### config.mk
export PLATFORM = sky130hd
export DESIGN_NAME = two_axis_stepper_goto_sweep
export DESIGN_NICKNAME = d
export VERILOG_FILES = /design/src/hw/rtl/tsgs_pkg.sv /design/src/hw/rtl/two_axis_stepper_goto_sweep.sv
export SDC_FILE = /design/constraint.sdc
export NUM_CORES = 1
export LEC_CHECK = 0
export ABC_AREA = 1
export BUFFER_PORTS_ARGS = -buffer_cell sky130_fd_sc_hd__buf_4
export CORE_MARGIN = 2
export CORE_UTILIZATION = 60
export DETAILED_ROUTE_END_ITERATION = 8
export HOLD_SLACK_MARGIN = 0.05
export PLACE_DENSITY = 0.81
export SYNTH_ARGS = -nofsm -noshare
export SYNTH_HDL_FRONTEND = slang
export SYNTH_SLANG_ARGS = --single-unit
### constraint.sdc
create_clock -name clk -period 2.5 [get_ports clk]
set_input_delay 0.25 -clock clk [delete_from_list [all_inputs] [get_ports clk]]
set_output_delay 0.25 -clock clk [all_outputs]
set_load 0.01 [all_outputs]
### src/hw/rtl/tsgs_pkg.sv
`timescale 1ns / 1ps

package tsgs_pkg;

  // operation codes carried on s_axis_tuser
  typedef logic [1:0] op_t;
  localparam op_t OP_TICK = 2'd0;
  localparam op_t OP_GOTO = 2'd1;
  localparam op_t OP_SCAN = 2'd2;

  // task mode codes
  typedef logic [1:0] mode_t;
  localparam mode_t MODE_NONE = 2'd0;
  localparam mode_t MODE_GOTO = 2'd1;
  localparam mode_t MODE_SCAN = 2'd2;

  // widths of the stream payloads
  localparam int TARGET_BITS = 8;
  localparam int IN_DATA_BITS = 16;
  localparam int OUT_DATA_BITS = 24;

  // result layout, first member sits in the highest bits
  typedef struct packed {
    logic                   pad;
    mode_t                  mode;
    logic                   active;
    logic [TARGET_BITS-1:0] pos_b;
    logic [TARGET_BITS-1:0] pos_a;
    logic                   dir_b;
    logic                   dir_a;
    logic                   step_b;
    logic                   step_a;
  } result_t;

endpackage

### src/hw/rtl/two_axis_stepper_goto_sweep.sv
`timescale 1ns / 1ps

// Two-axis stepper position sequencer. A goto or scan command (on s_axis_tuser)
// loads signed 8-bit targets for both axes and latches each axis direction;
// every tick then issues a step pulse on each axis away from its target and
// moves it one step toward it when that agrees with the latched direction.
// A finished goto turns into a scan to the negated first target. Each
// transfer in gives exactly one result transfer out, valid in the next cycle, and a
// new item is taken every cycle: all work is one level of compare and
// increment logic between the state registers and the output register, and
// input is held off only while that output register is full and stalled.
// POS_BITS sets the width of the internal position counters; positions are
// reported sign-extended or truncated to 8 bits.
module two_axis_stepper_goto_sweep #(
  parameter int POS_BITS = 8
) (
  input  logic                                clk,
  input  logic                                rst,
  input  logic                                s_axis_tvalid,
  output logic                                s_axis_tready,
  // target_a [7:0], target_b [15:8]
  input  logic [tsgs_pkg::IN_DATA_BITS-1:0]   s_axis_tdata,
  // operation [1:0]
  input  logic [1:0]                          s_axis_tuser,
  output logic                                m_axis_tvalid,
  input  logic                                m_axis_tready,
  // step_a [0], step_b [1], dir_a [2], dir_b [3], pos_a [11:4], pos_b [19:12],
  // active [20], mode [22:21], zero [23]
  output logic [tsgs_pkg::OUT_DATA_BITS-1:0]  m_axis_tdata
);

  import tsgs_pkg::*;

  // state
  logic signed [POS_BITS-1:0] position_a, position_b;
  logic signed [POS_BITS-1:0] goal_a, goal_b;
  logic                       heading_a, heading_b;
  mode_t                      task_mode;

  logic signed [POS_BITS-1:0] position_a_next, position_b_next;
  logic signed [POS_BITS-1:0] goal_a_next, goal_b_next;
  logic                       heading_a_next, heading_b_next;
  mode_t                      task_mode_next;

  result_t result, result_next;
  logic    out_valid;
  logic    accept;
  op_t     op;

  logic [TARGET_BITS-1:0]          tgt_a_raw, tgt_b_raw;
  logic [POS_BITS+TARGET_BITS-1:0] tgt_a_ext, tgt_b_ext;
  logic signed [POS_BITS-1:0]      tgt_a, tgt_b;
  logic signed [POS_BITS-1:0]      adv_a, adv_b;
  logic signed [POS_BITS-1:0]      neg_goal_a;
  logic                            step_a, step_b;
  logic [POS_BITS+TARGET_BITS-1:0] rep_a_ext, rep_b_ext;

  // handshake: output register parts the two sides
  assign s_axis_tready = !out_valid || m_axis_tready;
  assign accept        = s_axis_tvalid && s_axis_tready;
  assign m_axis_tvalid = out_valid;
  assign m_axis_tdata  = result;
  assign op            = s_axis_tuser;

  // targets sign-extended from 8 bits and wrapped to the counter width
  assign tgt_a_raw = s_axis_tdata[TARGET_BITS-1:0];
  assign tgt_b_raw = s_axis_tdata[2*TARGET_BITS-1:TARGET_BITS];
  assign tgt_a_ext = {{POS_BITS{tgt_a_raw[TARGET_BITS-1]}}, tgt_a_raw};
  assign tgt_b_ext = {{POS_BITS{tgt_b_raw[TARGET_BITS-1]}}, tgt_b_raw};
  assign tgt_a     = tgt_a_ext[POS_BITS-1:0];
  assign tgt_b     = tgt_b_ext[POS_BITS-1:0];

  // one movement step per axis
  always_comb begin
    step_a = (position_a != goal_a);
    adv_a  = position_a;
    if (!heading_a && (position_a < goal_a)) begin
      adv_a = position_a + POS_BITS'(1);
    end else if (heading_a && (position_a > goal_a)) begin
      adv_a = position_a - POS_BITS'(1);
    end
    step_b = (position_b != goal_b);
    adv_b  = position_b;
    if (!heading_b && (position_b < goal_b)) begin
      adv_b = position_b + POS_BITS'(1);
    end else if (heading_b && (position_b > goal_b)) begin
      adv_b = position_b - POS_BITS'(1);
    end
  end

  assign neg_goal_a = POS_BITS'(0) - goal_a;

  // next state and result
  always_comb begin
    position_a_next = position_a;
    position_b_next = position_b;
    goal_a_next     = goal_a;
    goal_b_next     = goal_b;
    heading_a_next  = heading_a;
    heading_b_next  = heading_b;
    task_mode_next  = task_mode;
    result_next     = '0;
    case (op)
      OP_GOTO, OP_SCAN: begin
        goal_a_next        = tgt_a;
        goal_b_next        = tgt_b;
        heading_a_next     = (position_a > tgt_a);
        heading_b_next     = (position_b > tgt_b);
        task_mode_next     = (op == OP_GOTO) ? MODE_GOTO : MODE_SCAN;
        result_next.active = 1'b1;
      end
      OP_TICK: begin
        if (task_mode == MODE_GOTO || task_mode == MODE_SCAN) begin
          position_a_next    = adv_a;
          position_b_next    = adv_b;
          result_next.step_a = step_a;
          result_next.step_b = step_b;
          if (task_mode == MODE_GOTO) begin
            result_next.active = 1'b1;
            // goto done: sweep to the mirrored first target
            if (!step_a && !step_b) begin
              goal_a_next    = neg_goal_a;
              heading_a_next = (position_a > neg_goal_a);
              heading_b_next = (position_b > goal_b);
              task_mode_next = MODE_SCAN;
            end
          end else begin
            result_next.active = step_a || step_b;
          end
        end
      end
      default: begin
      end
    endcase
    result_next.dir_a = heading_a_next;
    result_next.dir_b = heading_b_next;
    result_next.pos_a = rep_a_ext[TARGET_BITS-1:0];
    result_next.pos_b = rep_b_ext[TARGET_BITS-1:0];
    result_next.mode  = task_mode_next;
  end

  // positions reported in 8 bits
  assign rep_a_ext = {{TARGET_BITS{position_a_next[POS_BITS-1]}}, position_a_next};
  assign rep_b_ext = {{TARGET_BITS{position_b_next[POS_BITS-1]}}, position_b_next};

  // state registers
  always_ff @(posedge clk) begin
    if (rst) begin
      position_a <= '0;
      position_b <= '0;
      goal_a     <= '0;
      goal_b     <= '0;
      heading_a  <= 1'b0;
      heading_b  <= 1'b0;
      task_mode  <= MODE_NONE;
    end else if (accept) begin
      position_a <= position_a_next;
      position_b <= position_b_next;
      goal_a     <= goal_a_next;
      goal_b     <= goal_b_next;
      heading_a  <= heading_a_next;
      heading_b  <= heading_b_next;
      task_mode  <= task_mode_next;
    end
  end

  // output register
  always_ff @(posedge clk) begin
    if (rst) begin
      out_valid <= 1'b0;
    end else if (accept) begin
      out_valid <= 1'b1;
    end else if (m_axis_tready) begin
      out_valid <= 1'b0;
    end
  end

  always_ff @(posedge clk) begin
    if (accept) begin
      result <= result_next;
    end
  end

`ifndef SYNTHESIS
  // every accepted item produces a result in the next cycle
  assert property (@(posedge clk) disable iff (rst)
    accept |=> m_axis_tvalid)
    else $error("accepted item produced no result");

  // a command transfer never steps and always reports active
  assert property (@(posedge clk) disable iff (rst)
    (accept && (op == OP_GOTO || op == OP_SCAN)) |=>
      (!result.step_a && !result.step_b && result.active))
    else $error("command result shows a step or is inactive");

  // positions only change on an accepted tick
  assert property (@(posedge clk) disable iff (rst)
    !(accept && op == OP_TICK) |=> ($stable(position_a) && $stable(position_b)))
    else $error("position moved without a tick");

  // a step pulse only when that axis was away from its goal
  assert property (@(posedge clk) disable iff (rst)
    (accept && op == OP_TICK && position_a == goal_a) |=> !result.step_a)
    else $error("step pulse on axis a at its goal");
`endif

endmodule

After elaboration in Yosys (flattened, before gate mapping)
Cells that the tools add are included.
Storage, ports and cells
  flip-flop bits (word level): 60
  latch bits: 0
  memory bits (read-only): 0
  output and inout port bits: 26
  word-level logic and storage cells: 88
  memory bits (writable): 0
  memories: 0
  bits of input ports: 22
Operators by class
  div/mod/pow operators: 0
  bitwise gates (word level): 0
  order comparisons: 7
  multiplexer cells: 30
  shifts and indexed selects: 0
  equality and inequality tests: 9
  add/sub/neg operators: 5
  multipliers: 0
  reductions and logical operators: 21
Operators with widths (count)
  8-bit two-way mux: 11
  8-bit > comparator: 5
  8-bit by 2-bit adder with 8-bit output, second input constant: 2
  8-bit < comparator: 2
  8-bit inequality test: 2
  8-bit case mux with 2 select lines: 1
  8-bit by 2-bit subtractor with 8-bit output, second input constant: 2
  1-bit two-way mux: 10
  2-bit two-way mux: 4
  1-bit by 8-bit subtractor with 8-bit output, first input constant: 1
  1-bit logical AND: 6
  2-bit inequality test, second input constant: 3
  1-bit case mux with 2 select lines: 3
  1-bit zero test: 5
  5-bit AND reduction: 1
  2-bit by 1-bit equality test with 1-bit output, second input constant: 2
  2-bit equality test, second input constant: 2
  2-bit case mux with 2 select lines: 1
  2-bit AND reduction: 2
  2-bit nonzero test: 2
  1-bit logical OR: 3
  2-bit zero test: 1
  2-bit OR reduction: 1

Logic depth before layout (Yosys ltp)
Gate-level depths: netlist of run 1.
  depth after elaboration: 7
  mapped depth: 19

Least setup slack after synthesis of run 1
Ideal clock, no wire load.
  path type: reg-to-reg
  start: register goal_a[1]
  end: register heading_a
  cell stages (with the launch flop): 16
  setup slack: 446 ps
  path buffers: 0
  setup time: 115 ps
  data required time: 2385 ps
  arrival: 1938 ps
  cell sequence: dfxtp_1 inv_1 ha_1 nand3_1 nor3_1 xor2_1 ha_1 nand4_1 a31oi_1 o21ai_0 nand3_1 nand2_1 nand2_1 nand2_1 o21ai_0 inv_1
Between the ends
  word-level cells in the longest chain between the ends: 7
  elaborated cells on any way between the ends: 9
Ends and longest elaborated chain
  start, declared: RTL line two_axis_stepper_goto_sweep.sv:36  | logic signed [POS_BITS-1:0] goal_a, goal_b;
  start signal, assigned: RTL line two_axis_stepper_goto_sweep.sv:159  | goal_a <= goal_a_next;
  branches (longest 3 deep; another with 1-bit by 8-bit subtractor with 8-bit output)
  1-bit two-way mux *: RTL line two_axis_stepper_goto_sweep.sv:121  | if (!step_a && !step_b) begin
  1-bit two-way mux *: RTL line two_axis_stepper_goto_sweep.sv:118  | if (task_mode == MODE_GOTO) begin
  1-bit two-way mux *: RTL line two_axis_stepper_goto_sweep.sv:113  | if (task_mode == MODE_GOTO || task_mode == MODE_SCAN) begin
  1-bit case mux with 2 select lines *: RTL line two_axis_stepper_goto_sweep.sv:103  | case (op)
  net heading_a_next: RTL line two_axis_stepper_goto_sweep.sv:42  | logic heading_a_next, heading_b_next;
  end signal, assigned: RTL line two_axis_stepper_goto_sweep.sv:161  | heading_a <= heading_a_next;
  end, declared: RTL line two_axis_stepper_goto_sweep.sv:37  | logic heading_a, heading_b;
Mark *: on every way through the listed nets, which the timed path passes.
A chain may end at the register's enable or synchronous reset.

Worst setup path in the final report of run 1
  start: register goal_a[0]
  end: register heading_a
The elaborated chain is that of the path after synthesis.

==> flow_summary.toml, run 1 <==
[setup_path]
path_common_cell = "nand2_1"
end_kind = "register"
crit_path_max_incr_delay_ns = 0.33
worst-path-buf-inv = 2
r2r_start = "goal_a[0]"
start_kind = "register"
cp_max_fo = 3
crit_required_ns = 2.75
crit_start = "goal_a[0]"
path_class = "reg2reg"
worstPathArrival_ns = 2.56
slowest_stage = "dfxtp_1"
crit_chain = "inv_2 > ha_4 > nand3_2 > nor3_2 > xor2_1 > ha_1 > nand4_1 > a31oi_2 > nor2_1 > nand2_1 > nand3_1 > nand2_1 > nand2_1 > nand2_1 > o21ai_1 > inv_1"
cp_top_family = "simple AND/OR/NAND/NOR gates"

[place]
dpl.hpwl_microns = 8080
placed_area_sq_mm = 0.00490
portBuffers = 46
gp_congestion = 0.961

[cells_and_area]
fillerInstances = 602
final_common_cell = "nand2_1"
diodes = 0
final_area_sq_mm = 0.00517
final_cell_mix = "nand2_1 (130), inv_1 (102), buf_4 (66)"
area_growth_pct = 18.6
seq_area_sq_mm = 0.00143
multi_input_area_sq_mm = 0.00249
drive_gt1_share_pct = 18.4
finalNetCount = 730

[sta]
min_period_ns = 2.31
fmax_ghz = 0.433
hold_viol_final = 0
setup_violations = 0
fin_hold_ws_ns = 0.149
final.period_utilization_pct = 92.5
finClkSkew_ns = 0.00796
final_max_slew_viol_count = 0

[route]
drt_wl_total_microns = 11000
vias_per_cell = 5.45
drt-wirelength-per-cell_microns = 14.4
drt_first_pass_iters = 5
first_iter_violations = 289
vias = 4157
antenna_left = 0
drc_errors = 0

[logic_synthesis]
ys.flop_type = "dfxtp_1"
synth_top_family_by_area = "simple AND/OR/NAND/NOR gates"
syn_nets = 667
synth_compound_area_share_pct = 13.2
async_flop_share_pct = 0
synth_top_area_share_pct = 17.0
synth-xor-area-share_pct = 1.95
synth.yosys.seq_area_share_pct = 32.8
yosys_warnings = 0
synth_cells = 596
synthAdderAreaFrac_pct = 14.1
syn-cell-area_sq_mm = 0.00436
synth_mux_area_share_pct = 0
syn_area_per_cell_sq_um = 7.32
ys_ff_latch = 60
synth_edf_count = 23
yosysTopAreaCell = "dfxtp_1"
synthSimpleGateAreaFrac_pct = 26.8
yosys.cell_types.count = 42
ys_top_cells_by_area = "dfxtp_1 (17%), edfxtp_1 (16%), ha_1 (14%)"

[clock_network]
cts_buffer_depth = 2
tritoncts = "built"
clkSinkCount = 60
cts_root_buf = "clkbuf_8"
insertion_delay_ns = 0.36
path_clk_slew_ns = 0.08
cts_buffers = 9
h-tree-depth = 3

[power_and_ir_drop]
worst_ir_drop_vdd_mv = 0.298
p_comb_share_pct = 34.4
clkPwrFrac_pct = 30.5
p_int_mw = 2.10
sequentialPowerShare_pct = 35.1
power_leakage_nw = 2.69
p_sw_mw = 1.22
swShare_pct = 36.7
p_per_area_mw_per_mm2 = 642

[min_path]
min_from = "s_axis_tdata[11]"
hold_path_class = "in2reg"

[floorplan]
die_y_microns = 89.3
start_util_pct = 61.1
rows = 31
die-area_sq_mm = 0.00797
io_pins = 48
die_w_microns = 89.3
core_sq_mm = 0.00714

[grt]
grt_overflow_total = 0
grt_pass1_wl_microns = 17800
grt_pass1_vias = 3873
antenna_found_initial = 0
track_usage_pct = 29.4
grt_max_degree = 28

[run]
cap_violations = 0

[run_status]
status = "finished clean"
## flip-flops by register name, summed over array words and instances (netlist names)
name	count
m_axis_tdata	23
goal_a	8
goal_b	8
position_a	8
position_b	8
task_mode	2
heading_a	1
heading_b	1
m_axis_tvalid	1
## cells by family after synthesis
group / Yosys count
adder cells (fa/ha/maj): 49
AND/OR/NAND/NOR: 256
buffers and inverters: 124
other: 1
XOR/XNOR: 8
flip-flops: 60
AO/OA/AOI/OAI: 98
## tightest hold or removal path, cell delays in order
cell,delay (ns)
buf_4,0.07
inv_1,0.04
a21oi_1,0.10
## cell usage after synthesis (all sizes together) (8+ instances only)
cell,count
nand2,138
inv,109
nor3,11
xor2,8
nand4,18
ha,49
o21ai,36
clkbuf,9
a21oi,45
nand3,52
nor2,35
dfxtp,37
edfxtp,23
## per-layer routing
layer | global-route usage [%] | wire length (microns) | up-vias
met3 | 4.62 | 774 | 20
li1 | - | - | 2085
met4 | 11.8 | 233 | 0
met1 | 41.3 | 5130 | 1887
met5 | 0 | 0 | -
met2 | 45.1 | 4860 | 165
## metrics by stage
step                TNS [ns]  utilization [%]  power [mW]  cells  setup WS, ns
finish                     0             72.5        3.32    763         0.189
global route        -0.00914             72.5        3.53    763      -0.00914
CTS                        0             71.8        3.28    761         0.111
floorplan                  0                -        1.96    596         0.446
detailed placement         0             68.7        2.27    745         0.130
global placement           0             68.7        2.23    745         0.301
## power groups by stage
stage / Clock, mW / Sequential, mW / Combinational, mW
3_3_place_gp: 0 / 1.18 / 1.05
5_1_grt: 1.06 / 1.18 / 1.29
3_5_place_dp: 0 / 1.18 / 1.09
4_1_cts: 1.02 / 1.16 / 1.10
6_report: 1.01 / 1.17 / 1.14
2_1_floorplan: 0 / 1.20 / 0.761
## path summary, 6_finish.rpt
| path | cells after the start | to | slack [ns] |
|---|---|---|---|
| setup / recovery | 16 | heading_a | 0.19 |
| hold / removal | 3 | goal_b[3] | 0.15 |
| hold reg to reg | 2 | goal_b[0] | 0.51 |
| setup reg to reg | 16 | heading_a | 0.19 |
## timing repair
| action | in CTS | in global routing |
|---|---|---|
| setup buffers | 0 | 2 |
| endpoints found under the setup margin | 0 | 2 |
| resized for setup | 0 | 13 |
| hold buffers | 0 | 0 |
## final cells by class
class	count	area share, %
Clock inverter	7	1.89
Multi-Input combinational cell	412	48.1
Sequential cell	60	27.7
Timing Repair Buffer	66	9.57
Tap cell	99	2.39
Clock buffer	9	2.39
Inverter	110	7.98
(Power assumes the default switching activity.)
==> inputs of run 2 (changes only) <==
clock period = 2.4 ns   (was 2.5 ns; I/O delays follow)
==> run 2 against run 1 <==
Largest power group is now combinational cells; wire length increased by 1.3%; largest cell class unchanged; register-to-register slack got worse by 0.05 ns; clock power about the same; die area unchanged.
==> flow_summary.toml, run 2 (same netlist as run 1, synthesis figures left out) <==
[clock_network]
path_clk_slew_ns = 0.07
insertion_delay_ns = 0.34
clkSinkCount = 60
cts_buffer_depth = 2
tritoncts = "built"
cts_buffers = 9
h-tree-depth = 3
cts_root_buf = "clkbuf_8"

[min_path]
worst_hold_path.endpoint = "goal_b[5]"
hold_path_class = "in2reg"
min_from = "s_axis_tdata[13]"
min_path_cells = 3

[cells_and_area]
fillerInstances = 569
final_common_cell = "nand2_1"
diodes = 0
final_cell_mix = "nand2_1 (126), inv_1 (101), buf_4 (75)"
final_area_sq_mm = 0.00534
finalNetCount = 739
final_cells = 772
largest_reg_flops = 23
drive_gt1_share_pct = 21.7
area_growth_pct = 22.3

[setup_path]
start_kind = "register"
rr_endpoint = "heading_a"
end_kind = "register"
cp_max_fo = 3
path_class = "reg2reg"
crit_chain = "inv_4 > nand3_4 > nor2_2 > nand2_2 > nor3_2 > xor2_1 > ha_1 > nand4_1 > a31oi_2 > o21ai_1 > nand3_1 > nand2_1 > nand2_1 > nand2_2 > o21ai_2 > inv_1"
crit_required_ns = 2.64
worst-r2r-setup-slack_ns = 0.14
slowest_stage = "dfxtp_2"
r2r_start = "goal_a[0]"
worstPathArrival_ns = 2.50
r2r_cells = 16
crit_path_max_incr_delay_ns = 0.34

[floorplan]
io_pins = 48
die_y_microns = 89.3
die_w_microns = 89.3
start_util_pct = 61.1
rows = 31
die-area_sq_mm = 0.00797
core_sq_mm = 0.00714

[power_and_ir_drop]
p_comb_share_pct = 36.2
worst_ir_drop_vdd_mv = 0.360
p_per_area_mw_per_mm2 = 655
clkPwrFrac_pct = 29.0
power_leakage_nw = 2.76
sequentialPowerShare_pct = 34.8
swShare_pct = 36.0
p_int_mw = 2.24
p_sw_mw = 1.26

[sta]
min_period_ns = 2.26
slew_headroom_pct = 62.8
finClkSkew_ns = 0.0113
final.period_utilization_pct = 94.1
setup_violations = 0
rsz0062_at_grt = "yes"
fmax_ghz = 0.443
final_max_slew_viol_count = 0
hold_viol_final = 0
tightestPinTransition_ns = 0.558

[place]
dp.cells = 751
placed_area_sq_mm = 0.00494
dpl.hpwl_microns = 8160
portBuffers = 46
gp_congestion = 0.965

[route]
drt_first_pass_iters = 6
drt_wl_total_microns = 11100
first_iter_violations = 335
vias = 4201
vias_per_cell = 5.44
drt-wirelength-per-cell_microns = 14.4
drc_errors = 0
antenna_left = 0

[run_status]
status = "finished clean"

[grt]
track_usage_pct = 28.8
antenna_found_initial = 0
grt_max_degree = 28
grt_pass1_vias = 3843
grt_overflow_total = 0
grt_pass1_wl_microns = 17700

[run]
cap_violations = 0
run 2: cell count changes in the layout (fill, tap and decap cells not counted), moves of 4 or more:
cell     change
nand2_1      -4
buf_4        +9
dfxtp_1      -4
dfxtp_2      +4
run 2: power groups by stage:
stage	combinational [mW]	sequential, mW	clock [mW]
after floorplan	0.793	1.25	0
after global placement	1.11	1.23	0
after detailed placement	1.14	1.23	0
after CTS	1.16	1.21	1.02
after global routing	1.42	1.23	1.07
final	1.26	1.22	1.02
run 2: metal layers:
| layer | global-route usage, % | part of all wire, % | vias up |
|---|---|---|---|
| li1 | - | - | 2101 |
| met1 | 40.7 | 44 | 1906 |
| met2 | 44.5 | 46 | 176 |
| met3 | 6.00 | 8.6 | 18 |
| met4 | 8.96 | 1.3 | 0 |
| met5 | 0 | 0 | - |
run 2: worst max path at each step:
stage / end / startpoint / slack, ns / cells after the start
after floorplan: heading_a / goal_a[1] / 0.35 / 15
after global placement: heading_a / goal_a[0] / 0.19 / 15
after detailed placement: heading_a / goal_a[1] / 0.05 / 15
after CTS: heading_a / goal_a[0] / 0.04 / 15
after global routing: heading_a / goal_a[1] / -0.11 / 16
final: heading_a / goal_a[0] / 0.14 / 16
run 2: stage by stage:
stage / setup TNS, ns / power [mW] / setup slack, ns / hold WS [ns] / util, %
6_report: 0 / 3.50 / 0.142 / 0.163 / 74.8
3_5_place_dp: 0 / 2.38 / 0.0520 / 0.476 / 69.3
3_3_place_gp: 0 / 2.33 / 0.194 / 0.467 / 69.3
5_1_grt: -0.192 / 3.71 / -0.107 / 0.167 / 74.8
2_1_floorplan: 0 / 2.04 / 0.346 / 0.389 / -
4_1_cts: 0 / 3.38 / 0.0398 / 0.163 / 72.4
run 2: worst max-delay path, delay by kind of cell (launching register included):
family                   cells  cell delay, ns
AND/OR/NAND/NOR              9            0.87
flip-flops                   1            0.34
XOR/XNOR                     1            0.10
AO/OA/AOI/OAI                3            0.42
adder cells (fa/ha/maj)      1            0.30
buffers and inverters        2            0.12
run 2: area by class of cell:
| cell class | count | area, sq um | share of cell area [%] |
|---|---|---|---|
| Tap cell | 99 | 124 | 2.32 |
| Sequential cell | 60 | 1440 | 26.9 |
| Multi-Input combinational cell | 412 | 2570 | 48.2 |
| Clock buffer | 13 | 180 | 3.38 |
| Timing Repair Buffer | 75 | 563 | 10.6 |
| Inverter | 110 | 420 | 7.88 |
| Clock inverter | 3 | 42.5 | 0.797 |
run 2: repair_timing:
action                     4_1_cts  5_1_grt
buffers inserted                 0        5
hold buffers                     0        0
setup endpoints to repair        0       10
gates resized for setup          0       36
